<file path="src/hw/rtl/assert_macros.svh">
// Assertion macros for the RTL files; included by the top level.
`ifndef ASSERT_MACROS_SVH
`define ASSERT_MACROS_SVH

// Implication checked on every rising clock edge outside reset.
`define ASSERT_IMPL(label, clk, rst_n, ante, cons) \
	label: assert property (@(posedge clk) disable iff (!rst_n) (ante) |-> (cons)) \
		else $error("assertion failed");

// Next-cycle implication checked outside reset.
`define ASSERT_NEXT(label, clk, rst_n, ante, cons) \
	label: assert property (@(posedge clk) disable iff (!rst_n) (ante) |=> (cons)) \
		else $error("assertion failed");

`endif

</file>
<file path="src/hw/rtl/bcsr_pkg.sv">
// Package: types, constants and command/status structs of the block-CSR matvec block.
package bcsr_pkg;
	localparam int BlockSize    = 4;
	localparam int MaxBlockRows = 512;
	localparam int MaxBlocks    = 2048;
	localparam int PtrDepth     = MaxBlockRows + 1;
	localparam int ElemDepth    = MaxBlocks * BlockSize * BlockSize;
	localparam int VecDepth     = MaxBlockRows * BlockSize;
	localparam int PtrAw  = $clog2(PtrDepth);
	localparam int ColAw  = $clog2(MaxBlocks);
	localparam int ElemAw = $clog2(ElemDepth);
	localparam int VecAw  = $clog2(VecDepth);
	localparam int BsW    = $clog2(BlockSize + 1);
	localparam int RowW   = $clog2(MaxBlockRows + 1);
	localparam int AccW   = 72;

	localparam logic [2:0] MODE_PTR = 3'd0, MODE_COL = 3'd1, MODE_ELEM = 3'd2,
		MODE_VEC = 3'd3, MODE_RES = 3'd4, MODE_COMPUTE = 3'd5, MODE_READ = 3'd6;
	localparam logic [1:0] ST_OK = 2'd0, ST_DONE = 2'd1, ST_RANGE = 2'd2, ST_SAT = 2'd3;
	localparam logic [0:0] CFG_ROWS = 1'b0, CFG_TRANS = 1'b1;

	typedef struct packed {
		logic [2:0]         mode;
		logic [14:0]        address;
		logic signed [31:0] data_value;
		logic [11:0]        pointer_value;
		logic [8:0]         column_value;
	} in_item_t;

	typedef struct packed {
		logic signed [31:0] read_value;
		logic [1:0]         status;
	} out_item_t;

	// Datapath operations issued by the controller each cycle.
	localparam logic [3:0] OP_NONE = 4'd0, OP_LOAD = 4'd1, OP_PTR_RD = 4'd2,
		OP_COL_RD = 4'd3, OP_MAC = 4'd4, OP_WB = 4'd5, OP_RES_RD = 4'd6;

	typedef struct packed {
		logic [3:0]         op;
		logic [2:0]         mode;
		logic [14:0]        address;
		logic signed [31:0] data_value;
		logic [11:0]        pointer_value;
		logic [8:0]         column_value;
		logic [PtrAw-1:0]   ptr_addr;
		logic [ColAw-1:0]   col_addr;
		logic [ElemAw-1:0]  elem_addr;
		logic [VecAw-1:0]   vec_addr;
		logic [VecAw-1:0]   res_addr;
		logic               acc_clear;
		logic               commit;
	} dp_cmd_t;

	typedef struct packed {
		logic [11:0]        ptr_data;
		logic [8:0]         col_data;
		logic               res_sat;
	} dp_stat_t;
endpackage

</file>
<file path="src/hw/rtl/bcsr_ctrl.sv">
// Controller: handshake, item decode, structure check and block walk sequencer.
module bcsr_ctrl import bcsr_pkg::*; (
	input  logic      clk,
	input  logic      arst_n,
	input  logic      in_valid,
	output logic      in_ready,
	input  in_item_t  in_item,
	output logic      out_valid,
	input  logic      out_ready,
	output out_item_t out_item,
	input  logic [9:0] rows_cfg,
	input  logic      trans_cfg,
	output dp_cmd_t   cmd,
	input  dp_stat_t  stat,
	input  logic signed [31:0] res_rd
);
	localparam logic [3:0] S_IDLE = 4'd0, S_READ = 4'd1, S_CHK_P = 4'd2, S_CHK_PW = 4'd3,
		S_RP0 = 4'd4, S_RP0W = 4'd5, S_RP1 = 4'd6, S_RP1W = 4'd7, S_BCOL = 4'd8,
		S_BCOLW = 4'd9, S_MAC = 4'd10, S_DRAIN = 4'd11, S_WB = 4'd12, S_WB2 = 4'd13,
		S_DONE = 4'd14, S_RESP = 4'd15;

	logic [3:0]       state_q;
	logic             commit_q;   // second pass writes r, first pass checks only
	logic [RowW-1:0]  row_q;
	logic [11:0]      jb_q, jend_q;
	logic [8:0]       colv_q;
	logic [BsW-1:0]   e_q, w_q;
	logic [2:0]       dr_q;
	logic             bad_q, sat_acc_q;
	out_item_t        out_q;
	logic             out_v_q;

	logic [VecAw-1:0] mac_vec, res_idx;
	logic [ElemAw-1:0] base, mac_elem;
	always_comb begin
		base = ElemAw'(jb_q) * ElemAw'(BlockSize * BlockSize);
		if (trans_cfg) begin
			mac_elem = base + ElemAw'(w_q) * ElemAw'(BlockSize) + ElemAw'(e_q);
			mac_vec  = VecAw'(row_q) * VecAw'(BlockSize) + VecAw'(w_q);
			res_idx  = VecAw'(colv_q) * VecAw'(BlockSize) + VecAw'(e_q);
		end else begin
			mac_elem = base + ElemAw'(e_q) * ElemAw'(BlockSize) + ElemAw'(w_q);
			mac_vec  = VecAw'(colv_q) * VecAw'(BlockSize) + VecAw'(w_q);
			res_idx  = VecAw'(row_q) * VecAw'(BlockSize) + VecAw'(e_q);
		end
	end

	// Command generation.
	always_comb begin
		cmd = '0;
		cmd.mode = in_item.mode;
		cmd.address = in_item.address;
		cmd.data_value = in_item.data_value;
		cmd.pointer_value = in_item.pointer_value;
		cmd.column_value = in_item.column_value;
		cmd.ptr_addr = PtrAw'(row_q);
		cmd.col_addr = jb_q[ColAw-1:0];
		cmd.elem_addr = mac_elem;
		cmd.vec_addr = mac_vec;
		cmd.res_addr = res_idx;
		cmd.commit = commit_q;
		unique case (state_q)
			S_IDLE: begin
				cmd.res_addr = in_item.address[VecAw-1:0];
				if (in_valid && in_ready && in_item.mode <= MODE_RES) cmd.op = OP_LOAD;
			end
			S_RP0, S_CHK_P: cmd.op = OP_PTR_RD;
			S_RP1: begin cmd.op = OP_PTR_RD; cmd.ptr_addr = PtrAw'(row_q + 1'b1); end
			S_BCOL: cmd.op = OP_COL_RD;
			S_MAC: begin cmd.op = OP_MAC; cmd.acc_clear = (w_q == '0) && (dr_q == 3'd0); end
			S_WB: cmd.op = OP_WB;
			default: ;
		endcase
		if (state_q == S_MAC && w_q == '0) cmd.acc_clear = 1'b1;
	end

	logic in_range;
	always_comb begin
		unique case (in_item.mode)
			MODE_PTR:  in_range = 32'(in_item.address) < PtrDepth;
			MODE_COL:  in_range = 32'(in_item.address) < MaxBlocks;
			MODE_ELEM: in_range = 32'(in_item.address) < ElemDepth;
			MODE_VEC, MODE_RES, MODE_READ: in_range = 32'(in_item.address) < VecDepth;
			MODE_COMPUTE: in_range = 1'b1;
			default:   in_range = 1'b0;
		endcase
	end

	logic rows_bad;
	assign rows_bad = 32'(rows_cfg) > MaxBlockRows;

	// Result beat request; out_valid is registered from it.
	logic out_set;
	always_comb begin
		unique case (state_q)
			S_IDLE:  out_set = in_valid && in_ready && (!in_range ||
				(in_item.mode == MODE_COMPUTE && rows_bad) ||
				(in_item.mode != MODE_READ && in_item.mode != MODE_COMPUTE));
			S_READ:  out_set = 1'b1;
			S_DONE:  out_set = bad_q || commit_q;
			default: out_set = 1'b0;
		endcase
	end

	assign in_ready  = (state_q == S_IDLE) && !(out_v_q && !out_ready);
	assign out_valid = out_v_q;
	assign out_item  = out_q;

	logic [RowW-1:0] nrows;
	assign nrows = RowW'(rows_cfg);

	always_ff @(posedge clk or negedge arst_n) begin
		if (!arst_n) begin
			state_q <= S_IDLE; out_v_q <= 1'b0; commit_q <= 1'b0;
			row_q <= '0; jb_q <= '0; jend_q <= '0; colv_q <= '0; e_q <= '0; w_q <= '0;
			dr_q <= '0; bad_q <= 1'b0; sat_acc_q <= 1'b0; out_q <= '0;
		end else begin
			if (out_set) out_v_q <= 1'b1;
			else if (out_v_q && out_ready) out_v_q <= 1'b0;
			unique case (state_q)
				S_IDLE: if (in_valid && in_ready) begin
					out_q <= '{read_value: '0,
						status: (!in_range || (in_item.mode == MODE_COMPUTE && rows_bad))
							? ST_RANGE : ST_OK};
					if (in_range) begin
						if (in_item.mode == MODE_READ) begin
							state_q <= S_READ;
						end else if (in_item.mode == MODE_COMPUTE) begin
							row_q <= '0; bad_q <= 1'b0; sat_acc_q <= 1'b0; commit_q <= 1'b0;
							if (!rows_bad) state_q <= S_CHK_P;
						end
					end
				end
				S_READ: begin
					out_q.read_value <= res_rd; state_q <= S_IDLE;
				end
				// Pass one: all pointers of rows 0..nrows within range.
				S_CHK_P: state_q <= S_CHK_PW;
				S_CHK_PW: begin
					if (32'(stat.ptr_data) > MaxBlocks) bad_q <= 1'b1;
					if (row_q == nrows) begin row_q <= '0; state_q <= S_RP0; end
					else begin row_q <= row_q + 1'b1; state_q <= S_CHK_P; end
				end
				S_RP0: if (row_q == nrows || bad_q) state_q <= S_DONE;
					else state_q <= S_RP0W;
				S_RP0W: begin jb_q <= stat.ptr_data; state_q <= S_RP1; end
				S_RP1: state_q <= S_RP1W;
				S_RP1W: begin jend_q <= stat.ptr_data; state_q <= S_BCOL; end
				S_BCOL: if (jb_q >= jend_q) begin
						row_q <= row_q + 1'b1; state_q <= S_RP0;
					end else state_q <= S_BCOLW;
				S_BCOLW: begin
					colv_q <= stat.col_data; e_q <= '0; w_q <= '0;
					if (32'(stat.col_data) >= MaxBlockRows) begin
						bad_q <= 1'b1; state_q <= S_DONE;
					end else if (!commit_q) begin
						jb_q <= jb_q + 1'b1; state_q <= S_BCOL;
					end else state_q <= S_MAC;
				end
				S_MAC: if (w_q == BsW'(BlockSize - 1)) begin
						w_q <= '0; dr_q <= '0; state_q <= S_DRAIN;
					end else w_q <= w_q + 1'b1;
				S_DRAIN: if (dr_q == 3'd2) state_q <= S_WB; else dr_q <= dr_q + 1'b1;
				S_WB: state_q <= S_WB2;
				S_WB2: if (e_q == BsW'(BlockSize - 1)) begin
						jb_q <= jb_q + 1'b1; state_q <= S_BCOL;
					end else begin e_q <= e_q + 1'b1; state_q <= S_MAC; end
				S_DONE: begin
					if (bad_q) begin
						out_q.status <= ST_RANGE; state_q <= S_RESP;
					end else if (!commit_q) begin
						commit_q <= 1'b1; row_q <= '0; state_q <= S_RP0;
					end else begin
						out_q.status <= sat_acc_q ? ST_SAT : ST_DONE;
						state_q <= S_RESP;
					end
				end
				S_RESP: state_q <= S_IDLE;
				default: state_q <= S_IDLE;
			endcase
			if (stat.res_sat) sat_acc_q <= 1'b1;
		end
	end
endmodule

</file>
<file path="config.mk">
export PLATFORM = sky130hd
export DESIGN_NAME = bcsr_ctrl
export DESIGN_NICKNAME = d
export VERILOG_FILES = /design/src/hw/rtl/assert_macros.svh /design/src/hw/rtl/bcsr_pkg.sv /design/src/hw/rtl/bcsr_ctrl.sv
export SDC_FILE = /design/constraint.sdc
export NUM_CORES = 1
export LEC_CHECK = 0
export BUFFER_PORTS_ARGS = -buffer_cell sky130_fd_sc_hd__buf_2
export CAP_MARGIN = 20
export CELL_PAD_IN_SITES_DETAIL_PLACEMENT = 2
export CELL_PAD_IN_SITES_GLOBAL_PLACEMENT = 2
export CORE_MARGIN = 5
export CORE_UTILIZATION = 27
export CTS_BUF_LIST = sky130_fd_sc_hd__clkbuf_8
export DETAILED_ROUTE_END_ITERATION = 8
export PLACE_DENSITY = 0.8
export SYNTH_ARGS = -nofsm -noshare
export SYNTH_HDL_FRONTEND = slang
export SYNTH_SLANG_ARGS = --single-unit
</file>
<file path="constraint.sdc">
create_clock -name clk -period 3.4 [get_ports clk]
set_input_delay 0.51 -clock clk [delete_from_list [all_inputs] [get_ports clk]]
set_output_delay 0.51 -clock clk [all_outputs]
set_load 0.02 [all_outputs]
</file>
# Yosys cells after proc, flatten, opt, wreduce, memory -nomap -nowiden
# Index checks and enable logic that the tools add are counted.
totals:
  reg_bits: 94
  in_bits: 140
  output_inout_bits: 171
classes:
  add_sub_neg: 13
  magnitude_cmp: 6
  eq_ne: 45
  muxes: 64
  n_reduce_logical: 48
op_table:
  columns: ["op", "count"]
  rows:
  - ["10-bit two-way mux", 9]
  - ["32-bit one-hot mux with 2 select lines", 1]
  - ["4-bit one-hot mux with 15 select lines", 1]
  - ["11-bit by 3-bit adder with 11-bit output", 4]
  - ["4-bit two-way mux", 11]
  - ["10-bit one-hot mux with 4 select lines", 1]
  - ["12-bit one-hot mux with 3 select lines", 1]
  - ["34-bit two-way mux", 1]
  - ["11-bit two-way mux", 3]
  - ["4-bit equality test, second input constant", 8]
  - ["15-bit by 3-bit adder with 15-bit output", 2]
  - ["15-bit by 5-bit adder with 15-bit output", 2]
  - ["2-bit inequality test, second input constant", 14]
  - ["12-bit two-way mux", 2]
  - ["2-bit nonzero test", 11]
  - ["4-bit one-hot mux with 5 select lines", 1]
  - ["3-bit one-hot mux with 2 select lines", 3]
  - ["6-bit AND reduction", 3]
  - ["4-bit by 3-bit equality test with 1-bit output, second input constant", 4]
  - ["3-bit by 2-bit equality test with 1-bit output, second input constant", 5]
  - ["15-bit by 10-bit less-than comparator with 1-bit output, second input constant", 1]
  - ["15-bit by 12-bit less-than comparator with 1-bit output, second input constant", 1]
  - ["15-bit two-way mux", 1]
  - ["3-bit two-way mux", 5]
  - ["34 further kinds", 81]

# Longest topological paths before layout
# Gate-level depths: netlist of the first run.
depth:
  ltp_word: 9
  mapped_depth: 10
  mapped_depth_nobuf: 8

# Least setup slack after synthesis of the first run
# OpenSTA, ideal clock, no wires.
synth_path:
  path_type: "input port to output port"
  start: "input port trans_cfg"
  end: "output port cmd[12] (netlist bit)"
  t_arrival_ns: 2.586
  t_required_ns: 2.890
  slack_ns: 0.304
  path_stages: 10
  path_buffers: 3
  cell_sequence: "buf_2 > buf_2 > clkbuf_1 > mux2_2 > ha_1 > ha_1 > nand2_1 > nor4_1 > xor2_1 > a21oi_1"
synth_rtl:
  columns: ["element", "line", "rtl"]
  rows:
  - ["start, declared", "bcsr_ctrl.sv:12", "input logic trans_cfg,"]
  - ["end, declared", "bcsr_ctrl.sv:13", "output dp_cmd_t cmd,"]

==> results of run 1 <==
worst max-delay path, stage by stage, from the launching register on:
cell and delay (ns):
dfrtp_1 0.62, or2_1 0.46, nor2_4 0.44, and3_1 0.26, a21oi_1 0.07, nor2_1 0.14
buf_2 0.19
logic make-up after synthesis:
group	Yosys count
DFF	94
AOI/OAI and AO/OA	179
muxes	41
other	1
xor gates and xnor gates	47
and+or+nand+nor	319
adders and majority gates	30
buffers and inverters	158
state kept, by name (all words and copies together) (netlist names):
| name | flops |
|---|---|
| w_q | 3 |
| out_valid | 1 |
| e_q | 3 |
| sat_acc_q | 1 |
| out_item | 34 |
| state_q | 4 |
| jend_q | 12 |
| commit_q | 1 |
| colv_q | 9 |
| row_q | 10 |
| bad_q | 1 |
| jb_q | 12 |
| dr_q | 3 |
report_power, final:
group	total, mW	switching [mW]	internal (mW)
Combinational	3.63	2.31	1.32
Clock	0.794	0.500	0.294
Sequential	2.17	0.607	1.57
Total	6.60	3.42	3.18
path summary, 6_finish.rpt:
check / from / to / slack [ns] / cells after the start
max: state_q[1] / cmd[131] / 0.33 / 6
min: arst_n / colv_q[2] / 0.17 / 1
max reg2reg: state_q[1] / out_item[1] / 0.77 / 7
min reg2reg: sat_acc_q / sat_acc_q / 0.49 / 1
max in group asynchronous: arst_n / out_item[0] / 2.50 / 2
min in group clk: res_rd[1] / out_item[3] / 0.31 / 3
through the flow:
stage	hold WS, ns	instances
after floorplan	0.2144	869
after detailed placement	0.4750	1285
final	0.1712	1302
after global placement	0.4602	1285
after global routing	0.2270	1301
after CTS	0.2128	1301
synth_stat cells (all sizes together) (12+ instances only):
| cell | number |
|---|---|
| buf | 113 |
| nor2 | 58 |
| o21ai | 87 |
| clkbuf | 22 |
| and3 | 13 |
| mux2 | 29 |
| inv | 23 |
| a21oi | 47 |
| nand3 | 30 |
| mux2i | 12 |
| xor2 | 19 |
| nor3 | 13 |
| xnor2 | 28 |
| nor2b | 13 |
| dfrtp | 94 |
| nand2 | 152 |
| ha | 30 |
per-layer routing:
metal | vias up | track usage [%]
met1 | 3226 | 19.28
met2 | 186 | 29.21
li1 | 3059 | -
met5 | - | 0
met3 | 46 | 4.435
met4 | 4 | 5.229
final cells by class:
class                           count  area [µm²]
Inverter                           23       86.33
Tap cell                          335       419.2
Fill cell                        3080       18000
Antenna cell                        1       2.502
Clock buffer                        9       123.9
Sequential cell                    94        2352
Timing Repair Buffer              216        1129
Multi-Input combinational cell    617        3794
Clock inverter                      7       73.82
layout by cell type (no fill, tap or decap), types with 3 or more instances in the layout:
cell and instances:
buf_2 202, nand2_1 152, dfrtp_1 94, o21ai_0 78, nor2_1 54, a21oi_1 47, nand3_1 30, ha_1 30
mux2_2 29, xnor2_1 28, inv_1 23, xor2_1 19, nor2b_1 13, nor3_1 13, buf_4 13, and3_1 12
mux2i_1 12, a22o_1 10, nand2b_1 9, o21ai_1 9, clkbuf_8 9, a31oi_1 7, nand4_1 7, nor4_1 6
o22ai_1 5, inv_6 4, or3_1 3, nand3b_1 3, nor3b_1 3
==> metrics.md, run 1 <==
| Metric | Value |
|---|---|
| Post-CTS setup buffer count | 0 |
| Total chip power | 6.602 mW |
| CP Data Arrival Time | 2.56 ns |
| Root cell of the clock tree | clkbuf_8 |
| Starting Density | 27.36% |
| Max IR drop VDD | approximately 0.00028 V |
| Post-synth top area cell | dfrtp_1 |
| Area share of and/or/nand/nor cells after synthesis | 20.78% |
| Area share of the largest cell type after synthesis | about a third |
| H-Tree Depth | 3 |
| Via count | 6,521 |
| Synth Area in Compound Gates | approximately 15% |
| Die area | 29,680 µm² |
| # setup viols final | 0 |
| WL met2 | between 10,000 and 15,000 µm |
| Remaining DRCs | 0 |
| CTS sink cnt | 94 |
| Outcome | finished clean |
| YS warnings | 0 |
| Port Buffers | between 200 and 250 |
| Average wire per standard cell | between 15 and 20 µm |
| Post-Synth XOR/XNOR Area | 5.789% |
| IO Count | 311 |
| Worst-path clk slew | 0.11 ns |
| CTS resizes | 0 |
| Antenna-violating nets left | 0 |
| Num CTS Buffers | 9 |
| CP startpoint kind | flop |
| Average cell area after synthesis | about 8.2 µm² |
| Critical path required time | 2.89 ns |
| Post-Route M1 WL | 10,440 µm |
| Global-route wire length before repair | between 30,000 and 40,000 µm |
| DP Area | just under 8000 µm² |
| First drt pass iteration count | 4 |
| Post-layout util | between 30% and 40% |
| EDFF count, synth | 0 |
| Final instance area | 7980 µm² |
| Clk buf depth | 2 |
| Hold Buf Count CTS | 0 |
| Ys async rst share | 100.0% |
| Pwr per Cell Area | 827.3 nW/µm² |
| All-Layer GR Usage | approximately 16% |
| Remaining Overflow, GRT | 0 |
| Mapped cell area | roughly 7000 µm² |
| Main combinational cell family by area after synthesis | simple AND/OR/NAND/NOR gates |
| Synth top area cells | dfrtp_1 33%, buf_4 9.2%, nand2_1 8.0% |
| Synth Flop Type | dfrtp_1 |
| Rows | 59 |
| Die Y-Extent | approximately 170 µm |
| Seq/Total Area, Yosys | 33.08% |
| Min-Delay Path Class | input port to asynchronous set/reset pin |
| Core area | 25,980 µm² |
| Final wirelength | 25,050 µm |
| DR top layer | met5 |
| Crit end category | primary output |
| Maximum operating frequency | between 300 and 400 MHz |
| Period utilization | 90.16% |
| Metal3 WL | about 1700 µm |
| Worst skew pair latency | 0.40 ns |
| CTS tree | built |
| Largest net degree at the start of global routing | 56 |
| Initial antenna violation count | 2 |
| Least-Margin Pin Slew | between 0.9 and 1 ns |
| Final weighted congestion in routability-driven placement | 0.8262 |
| NumNets Final | 1,131 |
| CP max FO | 20 |
| CP Class | flop to primary output |
| Mux share of post-synthesis cell area | 6.282% |
| Die width | ~170 µm |
| Area Overhead vs Synth | 12.23% |
| Final WS setup | 0.3345 ns |
| Clock skew | 0.01657 ns |
| Slew HR | 39.60% |
| Slew Limit Fails | 0 |
| TNS Setup | 0 ns |
| Gate Count Post-Synth | 869 |
| Detailed Place HPWL | 19,430 µm |
| Pre-CTS setup slack | between 0.5 and 0.6 ns |
| Fraction of the mapped netlist area in adder cells | 5.279% |
| Max-cap violation count | 0 |
| Post-Synthesis Net Count | 1,039 |
| Synth unique cells | 59 |
| Final hold vios | 0 |
| RSZ-0062 raised after global routing | no |
| Share of layout cells above drive strength 1 | 28.36% |
| Pleak | 3.802 nW |
| DR iter-0 viols | about 260 |
| Vias in the first global route | 7,155 |
| Minimum clock period | 3.066 ns |
| DR vias/cell | between 5 and 6 |
| Yosys reg bits | 94 |
No activity file was read; power rests on OpenSTA's default activity.
==> run 2: changes to the inputs <==
- CORE_UTILIZATION: 27 -> 26
- CTS_BUF_LIST: sky130_fd_sc_hd__clkbuf_8 -> unset
- PLACE_DENSITY: 0.8 -> 0.77
==> run 2 against run 1 <==
  * Setup slack gained 0.053 ns
  * Clock-buffer cell count did not move
  * Power is 4.0% higher
  * Global-route usage fell by 0.35 points
  * Critical path type unchanged
  * Highest routed layer unchanged
==> metrics.md, run 2 (same netlist as run 1, synthesis figures left out) <==
| Metric | Value |
|---|---|
| Final WS setup | 0.3871 ns (+0.05264 ns) |
| CP startpoint | row_q[2] |
| Post-CTS setup buffer count | 0 (unchanged) |
| CP startpoint kind | flop |
| Hold Buf Count CTS | 0 (unchanged) |
| DR iter-0 viols | 303 (+15%) |
| Most common cell after layout, fill and taps aside | buf_2 |
| Finished Layout Cells | 1,307 (+0.38%) |
| Global-route wire length before repair | 39,900 µm (+2.7%) |
| Slew Limit Fails | 0 (unchanged) |
| # setup viols final | 0 (unchanged) |
| Final wirelength | 25,260 µm (+0.84%) |
| CP max FO | 13 (-35%) |
| Maximum operating frequency | 331.9 MHz (+1.7%) |
| Root cell of the clock tree | clkbuf_16 |
| Detailed Place HPWL | 19,380 µm (-0.28%) |
| Worst reg-to-reg path cell count | 8 (+1) |
| CTS sink cnt | 94 (unchanged) |
| Share of layout cells above drive strength 1 | 28.36% (unchanged) |
| Clk buf depth | 2 (unchanged) |
| DR vias/cell | 5.003 (-0.11%) |
| Total chip power | 6.865 mW (+4.0%) |
| FF-to-FF setup slack | 0.78 ns (about the same) |
| Minimum clock period | 3.013 ns (-0.05264 ns) |
| Clock skew | 0.01015 ns (-0.006421 ns) |
| Area Overhead vs Synth | 13.58% |
| Max-cap violation count | 0 (unchanged) |
| Die width | 175.4 µm (+1.8%) |
| CP Class | flop to primary output |
| Initial antenna violation count | 4 (+2) |
| Reg area | 2352 µm² (unchanged) |
| Slew HR | 41.99% (+2.4 points) |
| Worst r2r src | jb_q[0] |
| CTS resizes | 0 (unchanged) |
| Crit end category | primary output |
| Pre-CTS setup slack | 0.4405 ns (-0.1292 ns) |
| Final weighted congestion in routability-driven placement | 0.7954 (-3.7%) |
| RSZ-0062 raised after global routing | no |
| Worst-path clk slew | 0.07 ns (-0.04 ns) |
| Worst skew pair latency | 0.36 ns (-0.04 ns) |
| Num CTS Buffers | 9 (unchanged) |
| Starting Density | 26.38% (-0.98 points) |
| Via count | 6,539 (+0.28%) |
| Core area | 26,950 µm² (+3.7%) |
| Max IR drop VDD | 0.0002480 V (-11%) |
| Final instance area | 8077 µm² (+1.2%) |
| IO Count | 311 (unchanged) |
| H-Tree Depth | 3 (unchanged) |
| Max reg flops | 34 (unchanged) |
| Rows | 60 (+1.7%) |
| Min-Delay Path Class | input port to asynchronous set/reset pin |
| Remaining Overflow, GRT | 0 (unchanged) |
| FF-to-FF End | row_q[0] |
| Die Y-Extent | 175.4 µm (+1.8%) |
| DP Cell Count | 1,291 (+0.47%) |
| First drt pass iteration count | 6 (+2) |
| Remaining DRCs | 0 (unchanged) |
| DP Area | 7787 µm² (about the same) |
| Final hold vios | 0 (unchanged) |
| NumNets Final | 1,131 (unchanged) |
| Average wire per standard cell | 19.32 µm (+0.45%) |
| Least-Margin Pin Slew | 0.8681 ns (-0.03564 ns) |
| Pleak | 3.837 nW (+0.92%) |
| CP Data Arrival Time | 2.50 ns (-0.06 ns) |
| Fill cells | 3,162 (+2.7%) |
| Period utilization | 88.61% (-1.5 points) |
| Port Buffers | 203 (unchanged) |
| Largest net degree at the start of global routing | 50 (-11%) |
| Critical path required time | 2.89 ns (about the same) |
| TNS Setup | 0 ns (unchanged) |
| Pwr per Cell Area | 849.9 nW/µm² (+2.7%) |
| Die area | 30,760 µm² (+3.6%) |
| Antenna Cells | 0 (-1) |
| Outcome | finished clean |
| CTS tree | built |
| Vias in the first global route | 7,155 (unchanged) |
| Commonest non-fill, non-tap cells in the layout | 202 x buf_2, 152 x nand2_1, 94 x dfrtp_1 |
| All-Layer GR Usage | 16.09% (-0.35 points) |
| Area of the multi-input gates | 3794 µm² (unchanged) |
| Antenna-violating nets left | 0 (unchanged) |
-- run 2: layer usage --
layer  vias to the layer above  global-route usage (%)  wire length (µm)
met5                         -                       0                49
met4                         8                   4.583               423
met3                        38                   4.154              1611
met2                       172                   28.12             12340
met1                      3258                   19.58             10840
li1                       3063                       -                 -
-- run 2: worst max path at each step --
stage | end | slack (ns)
2_1_floorplan | cmd[12] | 0.30
6_report | cmd[59] | 0.39
4_1_cts | cmd[59] | 0.34
3_3_place_gp | cmd[23] | 0.53
3_5_place_dp | cmd[23] | 0.44
5_1_grt | cmd[37] | 0.21
-- run 2: where the power goes --
group          total (mW)  switching [mW]  internal [mW]
Combinational        3.65            2.32           1.33
Sequential           2.18           0.614           1.57
Clock                1.03           0.513          0.516
-- run 2: layout make-up --
cell class | instances | area share [%]
Clock buffer | 9 | 2.789
Clock inverter | 7 | 0.7901
Inverter | 23 | 1.069
Multi-Input combinational cell | 617 | 46.97
Sequential cell | 94 | 29.12
Tap cell | 341 | 5.283
Timing Repair Buffer | 216 | 13.97
-- run 2: stage by stage --
step / utilization [%] / hold slack, ns
after floorplan: - / 0.2144
after detailed placement: 28.90 / 0.4709
final: 29.97 / 0.1631
after global placement: 28.90 / 0.4636
after global routing: 29.97 / 0.2232
after CTS: 29.97 / 0.1964
-- run 2: worst max-delay path, cell delays in order, from the launching register on --
cell and delay, ns:
dfrtp_1 0.68, nand2_1 0.18, or2_2 0.39, nor2_1 0.21, and3_1 0.24, nand2_1 0.10
xnor2_1 0.17, buf_2 0.19
==> run 3: changes to the inputs <==
- CTS_CLUSTER_SIZE: unset -> 12
- REMOVE_ABC_BUFFERS: unset -> 1
==> run 3 against run 2 <==
  * Sequential share of layout area fell by 0.18 points
  * Critical path type unchanged
  * Clock power is 6% higher
  * Core utilization is 0.19 points higher
  * Global-route usage up 1.9 points
  * Power rose by 0.59%
  * Hold slack improved by 0.11 ns
  * Clock skew grew 0.0014 ns
  * Non-clock buffer count up 6
  * Highest routed layer unchanged
  * First-iteration DRC count decreased by 25%
  * Wire length increased by 12%
==> metrics.md, run 3 (same netlist as run 1, synthesis figures left out) <==
| Metric | Value |
|---|---|
| DP Area | 7820 µm² (+0.42%) |
| Combinational fraction of design power | 53.2% (about the same) |
| Share of layout cells above drive strength 1 | 28.81% (+0.44 points) |
| Final weighted congestion in routability-driven placement | 0.7935 (-0.24%) |
| Slew HR | 37.55% (-4.4 points) |
| CP Data Arrival Time | 2.57 ns (+0.07 ns) |
| Clock skew | 0.01156 ns (+0.001410 ns) |
| Crit end category | primary output |
| CP Class | flop to primary output |
| Min-Delay Path Class | input port to asynchronous set/reset pin |
| DR vias/cell | 5.056 (+1.1%) |
| CTS tree | built |
| All-Layer GR Usage | 18.01% (+1.9 points) |
| Pleak | 3.877 nW (+1.0%) |
| Port Buffers | 203 (unchanged) |
| Net Sw Frac | 49.29% (-0.92 points) |
| Die Y-Extent | 175.4 µm (unchanged) |
| Crit-path slowest cell | dfrtp_1 |
| Least-Margin Pin Slew | 0.9367 ns (+0.06860 ns) |
| Area Overhead vs Synth | 14.31% |
| Die width | 175.4 µm (unchanged) |
| Final instance area | 8128 µm² (+0.64%) |
| Core area | 26,950 µm² (unchanged) |
| Worst-path clk slew | 0.08 ns (about the same) |
| Antenna Cells | 0 (unchanged) |
| Total chip power | 6.905 mW (+0.59%) |
| Hold Buf Count CTS | 0 (unchanged) |
| Maximum operating frequency | 324.6 MHz (-2.2%) |
| Pre-CTS setup slack | 0.5602 ns (+0.1197 ns) |
| Crit-path max cell delay | 0.52 ns (-0.16 ns) |
| Detailed Place HPWL | 22,270 µm (+15%) |
| NumNets Final | 1,137 (+0.53%) |
| Critical path required time | 2.89 ns (about the same) |
| Die area | 30,760 µm² (unchanged) |
| Root cell of the clock tree | clkbuf_16 |
| CTS resizes | 0 (unchanged) |
| CP startpoint kind | flop |
| Vias in the first global route | 7,438 (+4.0%) |
| Pwr per Cell Area | 849.6 nW/µm² (about the same) |
| Post-CTS setup buffer count | 0 (unchanged) |
| Num CTS Buffers | 9 (unchanged) |
| Max reg flops | 34 (unchanged) |
| Average wire per standard cell | 21.60 µm (+12%) |
| Most common cell after layout, fill and taps aside | buf_2 |
| Slew Limit Fails | 0 (unchanged) |
| Clk buf depth | 2 (unchanged) |
| Max IR drop VDD | 0.0003116 V (+26%) |
| RSZ-0062 raised after global routing | no |
| Via count | 6,638 (+1.5%) |
| Final hold vios | 0 (unchanged) |
| Critical path buffer and inverter count | 1 (unchanged) |
| Worst skew pair latency | 0.35 ns (about the same) |
| Sw Pwr | 3.404 mW (-1.3%) |
| Minimum clock period | 3.081 ns (+0.06764 ns) |
| Antenna-violating nets left | 0 (unchanged) |
| Period utilization | 90.60% (+2.0 points) |
| Cell internal pwr | 3.502 mW (+2.5%) |
| CTS sink cnt | 94 (unchanged) |
| Starting Density | 26.38% (unchanged) |
| First drt pass iteration count | 4 (-2) |
| Final wirelength | 28,370 µm (+12%) |
| IO Count | 311 (unchanged) |
| Largest net degree at the start of global routing | 65 (+30%) |
| TNS Setup | 0 ns (unchanged) |
| Delay-heaviest family, CP | flip-flops |
| Rows | 60 (unchanged) |
| Fill cells | 3,158 (-0.13%) |
| Final WS setup | 0.3195 ns (-0.06764 ns) |
| Initial antenna violation count | 1 (-3) |
| DR iter-0 viols | 227 (-25%) |
| Clock network fraction of total power | 15.8% (+0.8 points) |
| Outcome | finished clean |
| Remaining DRCs | 0 (unchanged) |
| Remaining Overflow, GRT | 0 (unchanged) |
| Sequential Power Share | 31.0% (-0.8 points) |
| Global-route wire length before repair | 43,660 µm (+9.4%) |
| Max-cap violation count | 0 (unchanged) |
| # setup viols final | 0 (unchanged) |
| Commonest non-fill, non-tap cells in the layout | 202 x buf_2, 152 x nand2_1, 94 x dfrtp_1 |
| CP Cell Sequence | ha_1 -> a311oi_1 -> a21oi_1 -> and3_1 -> nand3_1 -> xnor2_1 -> buf_2 |
| CP max FO | 10 (-3) |
| H-Tree Depth | 3 (unchanged) |
run 3: layout make-up:
class	count	area, µm²	share of cell area [%]
multi-input cells	617	3794	46.67
flip-flops and latches	94	2352	28.94
repair buffers	222	1161	14.29
well taps	341	426.7	5.249
clock buffers	9	225.2	2.771
inverters	23	86.33	1.062
clock inverters	7	82.58	1.016
run 3: stage by stage:
stage	utilization (%)	hold slack, ns	cells
after floorplan	-	0.2144	734
after global placement	29.02	0.4621	1297
after detailed placement	29.02	0.4886	1297
after CTS	30.16	0.3312	1313
after global routing	30.16	0.3470	1313
final	30.16	0.2746	1313
run 3: layer usage:
metal | vias up | GRT usage [%] | wire, µm
li1 | 3069 | - | -
met1 | 3312 | 22.17 | 12190
met2 | 236 | 29.32 | 13060
met3 | 17 | 8.265 | 2838
met4 | 4 | 2.750 | 186
met5 | - | 2.885 | 87
run 3: power by group through the flow:
| stage | Clock, mW | Combinational [mW] | Sequential, mW |
|---|---|---|---|
| CTS | 1.13 | 3.76 | 2.15 |
| global placement | 0 | 3.62 | 2.15 |
| floorplan | 0 | 2.03 | 2.33 |
| global route | 1.17 | 4.09 | 2.23 |
| detailed placement | 0 | 3.74 | 2.17 |
| finish | 1.09 | 3.67 | 2.14 |
run 3: worst register-to-register path, stage by stage, from the launching register on:
cell     delay, ns
dfrtp_1       0.57
inv_1         0.09
ha_1          0.30
nor3b_1       0.20
o21ai_0       0.16
a21oi_1       0.57
a31o_4        0.32
nor2_8        0.07
mux2_2        0.26
run 3: path summary, 6_finish.rpt:
| check | startpoint | endpoint | slack, ns | depth (start not counted) |
|---|---|---|---|---|
| setup / recovery | jb_q[0] | cmd[37] | 0.32 | 7 |
| hold / removal | arst_n | row_q[9] | 0.27 | 1 |
| setup reg to reg | jb_q[0] | row_q[0] | 0.75 | 8 |
| hold reg to reg | sat_acc_q | sat_acc_q | 0.51 | 1 |
| max in group asynchronous | arst_n | out_item[8] | 2.27 | 2 |
| min in group clk | res_rd[0] | out_item[2] | 0.36 | 3 |
